### config.mk
export PLATFORM = sky130hd
export DESIGN_NAME = i2c_register_access_master_top
export DESIGN_NICKNAME = d
export VERILOG_FILES = /design/src/rtl/iram_pkg.sv /design/src/rtl/iram_seq.sv /design/src/rtl/i2c_register_access_master_top.sv
export SDC_FILE = /design/constraint.sdc
export NUM_CORES = 1
export LEC_CHECK = 0
export BUFFER_PORTS_ARGS = -buffer_cell sky130_fd_sc_hd__buf_4
export CORE_MARGIN = 4
export CORE_UTILIZATION = 55
export CTS_BUF_LIST = sky130_fd_sc_hd__clkbuf_4
export DETAILED_ROUTE_END_ITERATION = 8
export PLACE_DENSITY_LB_ADDON = 0.05
export SYNTH_ARGS = -nofsm -noshare
export SYNTH_HDL_FRONTEND = slang
export SYNTH_HIERARCHICAL = 1
export SYNTH_SLANG_ARGS = --single-unit
### constraint.sdc
create_clock -name clk -period 6.4 [get_ports clk]
set_clock_uncertainty 0.1 [all_clocks]
set_input_delay 0 -clock clk [delete_from_list [all_inputs] [get_ports clk]]
set_output_delay 0 -clock clk [all_outputs]
set_load 0.01 [all_outputs]
### src/rtl/iram_pkg.sv
package iram_pkg;

    localparam int unsigned PHASE_W = 10;
    localparam int unsigned ADDR_W  = 7;
    localparam int unsigned BYTE_W  = 8;

    localparam logic [PHASE_W-1:0] PHASE_TICKS_RST    = 10'd100;
    localparam logic [ADDR_W-1:0]  DEVICE_ADDRESS_RST = 7'd104;

    // configuration register indexes
    localparam logic CFG_PHASE_TICKS    = 1'b0;
    localparam logic CFG_DEVICE_ADDRESS = 1'b1;

    // one bus tick as seen by the sequencer
    typedef struct packed {
        logic              go;
        logic              mode;
        logic [BYTE_W-1:0] reg_addr;
        logic [BYTE_W-1:0] write_data;
        logic              sda_in;
    } tick_t;

    // line levels and status for one tick
    typedef struct packed {
        logic              scl;
        logic              sda_drive;
        logic              busy;
        logic              done;
        logic [BYTE_W-1:0] read_data;
    } res_t;

endpackage

### src/rtl/iram_seq.sv
module iram_seq (
    input  logic                             clk,
    input  logic                             rst_n,
    input  logic                             step_en,
    input  iram_pkg::tick_t                  tick,
    input  logic [iram_pkg::PHASE_W-1:0]     phase_ticks,
    input  logic [iram_pkg::ADDR_W-1:0]      device_address,
    output iram_pkg::res_t                   res
);
    import iram_pkg::*;

    localparam logic [3:0] ST_IDLE   = 4'd0;
    localparam logic [3:0] ST_START  = 4'd1;
    localparam logic [3:0] ST_ADDRW  = 4'd2;
    localparam logic [3:0] ST_ACKA   = 4'd3;
    localparam logic [3:0] ST_REG    = 4'd4;
    localparam logic [3:0] ST_ACKR   = 4'd5;
    localparam logic [3:0] ST_WDATA  = 4'd6;
    localparam logic [3:0] ST_ACKD   = 4'd7;
    localparam logic [3:0] ST_STOP   = 4'd8;
    localparam logic [3:0] ST_GAP    = 4'd9;
    localparam logic [3:0] ST_RSTART = 4'd10;
    localparam logic [3:0] ST_ADDRR  = 4'd11;
    localparam logic [3:0] ST_ACKAR  = 4'd12;
    localparam logic [3:0] ST_RBYTE  = 4'd13;
    localparam logic [3:0] ST_NACK   = 4'd14;

    // number of sub-phases in each step
    function automatic logic [4:0] sub_count(input logic [3:0] s);
        case (s)
            ST_START, ST_RSTART:                          sub_count = 5'd2;
            ST_ADDRW, ST_REG, ST_WDATA, ST_ADDRR, ST_RBYTE: sub_count = 5'd16;
            ST_ACKA, ST_ACKR, ST_ACKD, ST_ACKAR, ST_NACK:   sub_count = 5'd3;
            ST_STOP:                                      sub_count = 5'd4;
            ST_GAP:                                       sub_count = 5'd10;
            default:                                      sub_count = 5'd1;
        endcase
    endfunction

    logic [3:0]         step_reg, step_next;
    logic [3:0]         bit_reg, bit_next;
    logic [PHASE_W-1:0] count_reg, count_next;
    logic [BYTE_W-1:0]  shift_reg, shift_next;
    logic [BYTE_W-1:0]  capt_reg, capt_next;
    logic               mode_reg, mode_next;
    logic [BYTE_W-1:0]  regad_reg, regad_next;
    logic [BYTE_W-1:0]  data_reg, data_next;

    logic [3:0]         s;
    logic [3:0]         b;
    logic [3:0]         b_inc;
    logic [PHASE_W-1:0] pt;
    logic [PHASE_W:0]   count_inc;
    logic               is_ack;
    logic               hold;
    logic               scl_lvl;
    logic               sda_lvl;
    logic               busy;
    logic               done;

    assign pt = (phase_ticks == '0) ? PHASE_W'(1) : phase_ticks;

    always_comb
    begin
        mode_next  = mode_reg;
        regad_next = regad_reg;
        data_next  = data_reg;
        shift_next = shift_reg;
        capt_next  = capt_reg;
        s          = step_reg;
        b          = bit_reg;
        count_next = count_reg;
        done       = 1'b0;
        hold       = 1'b0;

        // undefined step codes behave as idle
        if (step_reg == ST_IDLE || step_reg > ST_NACK)
        begin
            s = ST_IDLE;
            if (tick.go)
            begin
                mode_next  = tick.mode;
                regad_next = tick.reg_addr;
                data_next  = tick.write_data;
                s          = ST_START;
                b          = 4'd0;
                count_next = '0;
            end
        end

        scl_lvl = 1'b1;
        sda_lvl = 1'b1;
        case (s)
            ST_START, ST_RSTART:
                sda_lvl = (b == 4'd0);
            ST_ADDRW, ST_REG, ST_WDATA, ST_ADDRR:
            begin
                scl_lvl = b[0];
                sda_lvl = shift_reg[3'd7 - b[3:1]];
            end
            ST_RBYTE:
                scl_lvl = b[0];
            ST_ACKA, ST_ACKR, ST_ACKD, ST_ACKAR:
                scl_lvl = (b == 4'd1);
            ST_NACK:
                scl_lvl = (b == 4'd2);
            ST_STOP:
            begin
                scl_lvl = (b >= 4'd2);
                sda_lvl = (b == 4'd0) || (b == 4'd3);
            end
            default:
                ;
        endcase

        busy      = (s != ST_IDLE);
        is_ack    = (s == ST_ACKA) || (s == ST_ACKR) || (s == ST_ACKD) || (s == ST_ACKAR);
        count_inc = {1'b0, count_next} + (PHASE_W+1)'(1);
        b_inc     = b + 4'd1;
        step_next = s;
        bit_next  = b;

        if (busy)
        begin
            if (count_inc >= {1'b0, pt})
            begin
                // ack high phase waits for the slave to pull sda low
                hold = is_ack && (b == 4'd1) && tick.sda_in;
                if (!hold)
                begin
                    if (s == ST_RBYTE && b[0])
                        shift_next = {shift_reg[BYTE_W-2:0], tick.sda_in};
                    count_next = '0;
                    bit_next   = b_inc;
                    if (b_inc == 4'd0 || {1'b0, b_inc} >= sub_count(s))
                    begin
                        bit_next = 4'd0;
                        case (s)
                            ST_START:  step_next = ST_ADDRW;
                            ST_ADDRW:  step_next = ST_ACKA;
                            ST_ACKA:   step_next = ST_REG;
                            ST_REG:    step_next = ST_ACKR;
                            ST_ACKR:   step_next = mode_next ? ST_RSTART : ST_WDATA;
                            ST_WDATA:  step_next = ST_ACKD;
                            ST_ACKD:   step_next = ST_STOP;
                            ST_STOP:
                            begin
                                step_next = mode_next ? ST_IDLE : ST_GAP;
                                done      = mode_next;
                            end
                            ST_GAP:
                            begin
                                step_next = ST_IDLE;
                                done      = 1'b1;
                            end
                            ST_RSTART: step_next = ST_ADDRR;
                            ST_ADDRR:  step_next = ST_ACKAR;
                            ST_ACKAR:  step_next = ST_RBYTE;
                            ST_RBYTE:
                            begin
                                capt_next = shift_next;
                                step_next = ST_NACK;
                            end
                            ST_NACK:   step_next = ST_STOP;
                            default:   step_next = ST_IDLE;
                        endcase
                        // load the byte for the step just entered
                        case (step_next)
                            ST_ADDRW: shift_next = {device_address, 1'b0};
                            ST_ADDRR: shift_next = {device_address, 1'b1};
                            ST_REG:   shift_next = regad_next;
                            ST_WDATA: shift_next = data_next;
                            ST_RBYTE: shift_next = '0;
                            default:  ;
                        endcase
                    end
                end
            end
            else
            begin
                count_next = count_inc[PHASE_W-1:0];
            end
        end
    end

    always_ff @(posedge clk or negedge rst_n)
    begin
        if (!rst_n)
        begin
            step_reg  <= ST_IDLE;
            bit_reg   <= '0;
            count_reg <= '0;
            shift_reg <= '0;
            capt_reg  <= '0;
            mode_reg  <= 1'b0;
            regad_reg <= '0;
            data_reg  <= '0;
        end
        else if (step_en)
        begin
            step_reg  <= step_next;
            bit_reg   <= bit_next;
            count_reg <= count_next;
            shift_reg <= shift_next;
            capt_reg  <= capt_next;
            mode_reg  <= mode_next;
            regad_reg <= regad_next;
            data_reg  <= data_next;
        end
    end

    assign res.scl       = scl_lvl;
    assign res.sda_drive = sda_lvl;
    assign res.busy      = busy;
    assign res.done      = done;
    assign res.read_data = capt_next;

endmodule

### src/rtl/i2c_register_access_master_top.sv
// Tick-driven I2C master for single-register writes and reads. Each input word is one
// bus tick and yields one output word carrying the SCL/SDA levels for that tick, busy,
// a done pulse and the last byte read. One word is taken every clock cycle unless both
// the input register and the output register hold a word and out_ready is low. A word goes
// from the input register through the sequencer update into the output register. Each bus
// phase lasts phase_ticks ticks (0 counts as 1); an ack phase waits with no timeout until
// the slave pulls SDA low. Write configuration only while no word is in flight.
module i2c_register_access_master_top (
    input  logic                          clk,
    input  logic                          rst_n,
    input  logic                          in_valid,
    output logic                          in_ready,
    input  logic                          go,
    input  logic                          mode,
    input  logic [iram_pkg::BYTE_W-1:0]   reg_addr,
    input  logic [iram_pkg::BYTE_W-1:0]   write_data,
    input  logic                          sda_in,
    output logic                          out_valid,
    input  logic                          out_ready,
    output logic                          scl,
    output logic                          sda_drive,
    output logic                          busy_res,
    output logic                          done_res,
    output logic [iram_pkg::BYTE_W-1:0]   read_data,
    input  logic                          cfg_we,
    input  logic                          cfg_index,
    input  logic [iram_pkg::PHASE_W-1:0]  cfg_data
);
    import iram_pkg::*;

    logic [PHASE_W-1:0] phase_ticks_reg;
    logic [ADDR_W-1:0]  dev_addr_reg;
    logic               s1_valid_reg;
    tick_t              s1_tick_reg;
    logic               out_valid_reg;
    res_t               out_reg;
    res_t               res;
    tick_t              in_tick;
    logic               advance;

    assign in_tick.go         = go;
    assign in_tick.mode       = mode;
    assign in_tick.reg_addr   = reg_addr;
    assign in_tick.write_data = write_data;
    assign in_tick.sda_in     = sda_in;

    assign advance  = s1_valid_reg && (!out_valid_reg || out_ready);
    assign in_ready = !s1_valid_reg || !out_valid_reg || out_ready;

    always_ff @(posedge clk or negedge rst_n)
    begin
        if (!rst_n)
        begin
            phase_ticks_reg <= PHASE_TICKS_RST;
            dev_addr_reg    <= DEVICE_ADDRESS_RST;
        end
        else if (cfg_we)
        begin
            case (cfg_index)
                CFG_PHASE_TICKS:    phase_ticks_reg <= cfg_data;
                CFG_DEVICE_ADDRESS: dev_addr_reg    <= cfg_data[ADDR_W-1:0];
                default:            ;
            endcase
        end
    end

    always_ff @(posedge clk or negedge rst_n)
    begin
        if (!rst_n)
        begin
            s1_valid_reg  <= 1'b0;
            out_valid_reg <= 1'b0;
        end
        else
        begin
            if (in_valid && in_ready)
                s1_valid_reg <= 1'b1;
            else if (advance)
                s1_valid_reg <= 1'b0;

            if (advance)
                out_valid_reg <= 1'b1;
            else if (out_ready)
                out_valid_reg <= 1'b0;
        end
    end

    always_ff @(posedge clk)
    begin
        if (in_valid && in_ready)
            s1_tick_reg <= in_tick;
        if (advance)
            out_reg <= res;
    end

    iram_seq u_seq (
        .clk            (clk),
        .rst_n          (rst_n),
        .step_en        (advance),
        .tick           (s1_tick_reg),
        .phase_ticks    (phase_ticks_reg),
        .device_address (dev_addr_reg),
        .res            (res)
    );

    assign out_valid = out_valid_reg;
    assign scl       = out_reg.scl;
    assign sda_drive = out_reg.sda_drive;
    assign busy_res  = out_reg.busy;
    assign done_res  = out_reg.done;
    assign read_data = out_reg.read_data;

endmodule

==> results.sh <==
export IMPL_status="completed"
export IMPL_layout_cells_most_common="sky130_fd_sc_hd__dfrtp_1"
export IMPL_seq_area_frac_synth_pct=44.8
export IMPL_placeableCoreArea_um2=10500
export IMPL_setup_repair_after_global_routing_missed_its_margin="false"
export IMPL_preCtsSetupSlack_ns=1.50
export IMPL_worst_r2r_setup_slack_ns=1.37
export IMPL_vias=4602
export IMPL_dp_cells=709
export IMPL_critical_path_arrival_ns=5.29
export IMPL_setup_viol_count_final=0
export IMPL_route_detailed_drc=0
export IMPL_max_freq_mhz=199
export IMPL_stdcell_area_um2=6930
export IMPL_die_area_um2=12700
export IMPL_vdd_ir_drop_max_mv=0.198
export IMPL_cap_viol_max_count=0
export IMPL_power_density_cell_area_nw_per_um2=414
export IMPL_netlist_area_leader_share_pct=26.7
export IMPL_leading_post_synthesis_cells_by_cell_area="sky130_fd_sc_hd__dfrtp_1 27%, sky130_fd_sc_hd__edfxtp_1 15%, sky130_fd_sc_hd__ha_1 5.4%"
export IMPL_r2r_start="u_seq/step_reg[3]"
export IMPL_timing_setup_tns_ns=0
export IMPL_route_detailed_vias_per_inst=6.02
export IMPL_rr_worst_depth=15
export IMPL_boundaryPins=49
export IMPL_cp_data_required_time_ns=6.67
export IMPL_synth_async_sr_flop_share_pct=69.3
export IMPL_synth_distinct_cells=77
export IMPL_synth_cell_area_um2=6010
export IMPL_synth_edf_count=31
export IMPL_dr_pass1_iters=7
export IMPL_dieWidth_um=113
export IMPL_timing_max_transition_violations_final=0
export IMPL_most_common_layout_cells="64 x sky130_fd_sc_hd__dfrtp_1, 53 x sky130_fd_sc_hd__buf_4, 48 x sky130_fd_sc_hd__nand2_1"
export IMPL_slew_limit_headroom_pct=18.5
export IMPL_yosys_warning_count=6
export IMPL_final_period_minus_worst_setup_slack_ns=5.03
export IMPL_cell_accounting_for_the_most_synthesized_area="sky130_fd_sc_hd__dfrtp_1"
export IMPL_post_route_worst_setup_slack_ns=1.37
export IMPL_clock_path_buffers=2
export IMPL_post_synth_cell_area_avg_um2=10.9
export IMPL_postSynth_topFlopCell="sky130_fd_sc_hd__dfrtp_1"
export IMPL_criticalPathCategory="register to register"
export IMPL_synth_fp_nets=613
export IMPL_place_area_um2=6390
export IMPL_antenna_diode_count=0
export IMPL_grt_max_degree=71
export IMPL_ctsHtreeMaxLevel=3
export IMPL_numPortBuffers=48
export IMPL_core_occupancy_in_the_finished_layout_pct=66.3
export IMPL_drt_iter0_markers=317
export IMPL_syn_instance_count=552
export IMPL_layout_drive_gt1_share_pct=21.8
export IMPL_overflow=0
export IMPL_stdcell_count=765
export IMPL_worst_slew_pin_slew_ns=1.22
export IMPL_tritoncts="yes"
export IMPL_antenna_left=0
export IMPL_p_leak_nw=3.00
export IMPL_grt_total_usage_pct=22.8
export IMPL_cts_buffers_inserted=9
export IMPL_first_global_vias=4530
export IMPL_worstSetupEndpointType="register"
export IMPL_cts_root_buf="sky130_fd_sc_hd__clkbuf_4"
export IMPL_clock_tree_sinks=101
export IMPL_drt_wl_total_mm=13.9
export IMPL_worst_setup_path_start_kind="register"
export IMPL_start_util_pct=57.4
export IMPL_r2r_end="u_seq/shift_reg[0]"
export IMPL_final_min_period_over_clock_period_pct=78.5
export IMPL_cts_resized=0
export IMPL_grt_antenna_before_repair=0
export IMPL_synth_seq_cells=101
export IMPL_die_height_um=113
export IMPL_critical_path_peak_fanout=26
export IMPL_largest_register_ff_count=19
export IMPL_wire_length_of_the_first_global_routing_pass_mm=23.0
export IMPL_clock_transition_at_the_registers_of_the_reported_paths_ns=0.16
export IMPL_number_of_standard_cell_rows_in_the_floorplan=37
export IMPL_postCtsSetupBuffers=0
export IMPL_hold_path_class="input port to async pin"
export IMPL_routedWlPerCell_um=18.2
export IMPL_flow_area_growth_from_synthesis_pct=15.4
export IMPL_final_hold_viol_count=0
export IMPL_clk_insertion_delay_late_ns=0.47
export IMPL_dp_final_hpwl_mm=9.80
export IMPL_finish_net_count=685
export IMPL_gp_routability_congestion=0.884
## synth_stat cells, types with 5 or more instances
| cell type | instances |
|---|---|
| sky130_fd_sc_hd__a211oi_1 | 9 |
| sky130_fd_sc_hd__a21oi_1 | 18 |
| sky130_fd_sc_hd__a22oi_1 | 7 |
| sky130_fd_sc_hd__and3_1 | 5 |
| sky130_fd_sc_hd__buf_2 | 7 |
| sky130_fd_sc_hd__clkbuf_1 | 15 |
| sky130_fd_sc_hd__dfrtp_1 | 64 |
| sky130_fd_sc_hd__dfstp_2 | 6 |
| sky130_fd_sc_hd__edfxtp_1 | 31 |
| sky130_fd_sc_hd__ha_1 | 26 |
| sky130_fd_sc_hd__inv_1 | 33 |
| sky130_fd_sc_hd__mux2_1 | 15 |
| sky130_fd_sc_hd__mux2_2 | 26 |
| sky130_fd_sc_hd__mux2_4 | 10 |
| sky130_fd_sc_hd__mux2i_1 | 5 |
| sky130_fd_sc_hd__mux4_2 | 8 |
| sky130_fd_sc_hd__nand2_1 | 48 |
| sky130_fd_sc_hd__nand2b_1 | 8 |
| sky130_fd_sc_hd__nand3_1 | 28 |
| sky130_fd_sc_hd__nand4_1 | 5 |
| sky130_fd_sc_hd__nor2_1 | 20 |
| sky130_fd_sc_hd__nor2b_1 | 5 |
| sky130_fd_sc_hd__nor3_1 | 7 |
| sky130_fd_sc_hd__o21a_1 | 5 |
| sky130_fd_sc_hd__o21ai_0 | 30 |
| sky130_fd_sc_hd__o221ai_1 | 14 |
| sky130_fd_sc_hd__xnor2_1 | 5 |
| sky130_fd_sc_hd__xor2_1 | 6 |
## per-stage QoR
stage / hold WS, ns / total power (W)
after CTS: 0.105 / 0.00287
after floorplan: -0.396 / 0.00211
after global routing: 0.121 / 0.00310
after detailed placement: 0.0793 / 0.00250
final: 0.0931 / 0.00287
after global placement: 0.0778 / 0.00247
## cells by family after synthesis
kind of cell / synth area share (%)
buffers and inverters: 5.18
flip-flops: 44.8
AO/OA/AOI/OAI: 15.7
XOR/XNOR: 1.60
adder cells (fa/ha/maj): 5.41
AND/OR/NAND/NOR: 13.4
multiplexers: 14.0
## layer usage
metal | global-route usage, % | routed length [um]
met1 | 30.6 | 6020
met2 | 38.0 | 7010
met3 | 3.56 | 593
met4 | 7.37 | 289
met5 | 0 | 0
## layout make-up
type	instances	area [um^2]
inverters	34	128
flip-flops and latches	101	2690
repair buffers	93	798
clock inverters	7	71.3
clock buffers	9	67.6
fillers	832	3530
multi-input cells	385	3010
well taps	136	170
## repair_timing
item                                    4_1_cts  5_1_grt
endpoints found under the hold margin       102        0
endpoints found under the setup margin        0        0
hold buffers                                 40        0
## worst max path at each step
stage,from,endpoint,slack (ns),depth (start not counted)
after floorplan,u_seq/step_reg[3],read_data[0],1.87,19
after global placement,u_seq/step_reg[3],u_seq/shift_reg[6],1.77,15
after detailed placement,u_seq/step_reg[3],u_seq/shift_reg[2],1.50,15
after CTS,u_seq/step_reg[3],u_seq/shift_reg[2],1.47,15
after global routing,u_seq/step_reg[3],u_seq/shift_reg[0],0.94,15
final,u_seq/step_reg[3],u_seq/shift_reg[0],1.37,15
## where the power goes
| group | switching, W | leakage [nW] | internal, W |
|---|---|---|---|
| combinational | 0.000897 | 1.76 | 0.000635 |
| sequential | 0.000173 | 1.16 | 0.000822 |
| clock | 0.000220 | 0.0787 | 0.000121 |
| total | 0.00129 | 3.00 | 0.00158 |
## worst max-delay path, stage by stage (launching register included)
cell and delay, ns:
sky130_fd_sc_hd__dfrtp_1 0.70, sky130_fd_sc_hd__nor4_1 0.57, sky130_fd_sc_hd__o21ai_2 0.08, sky130_fd_sc_hd__buf_4 0.20
sky130_fd_sc_hd__and2_1 0.19, sky130_fd_sc_hd__ha_1 0.28, sky130_fd_sc_hd__nand2_1 0.10, sky130_fd_sc_hd__xnor2_1 0.12
sky130_fd_sc_hd__nor2_1 0.10, sky130_fd_sc_hd__ha_1 0.33, sky130_fd_sc_hd__nand3_1 0.10, sky130_fd_sc_hd__nor3_1 0.36
sky130_fd_sc_hd__o32ai_2 0.22, sky130_fd_sc_hd__a211oi_2 0.81, sky130_fd_sc_hd__nand2_1 0.40, sky130_fd_sc_hd__o221ai_1 0.27
Power figures use the tool's default switching activity.
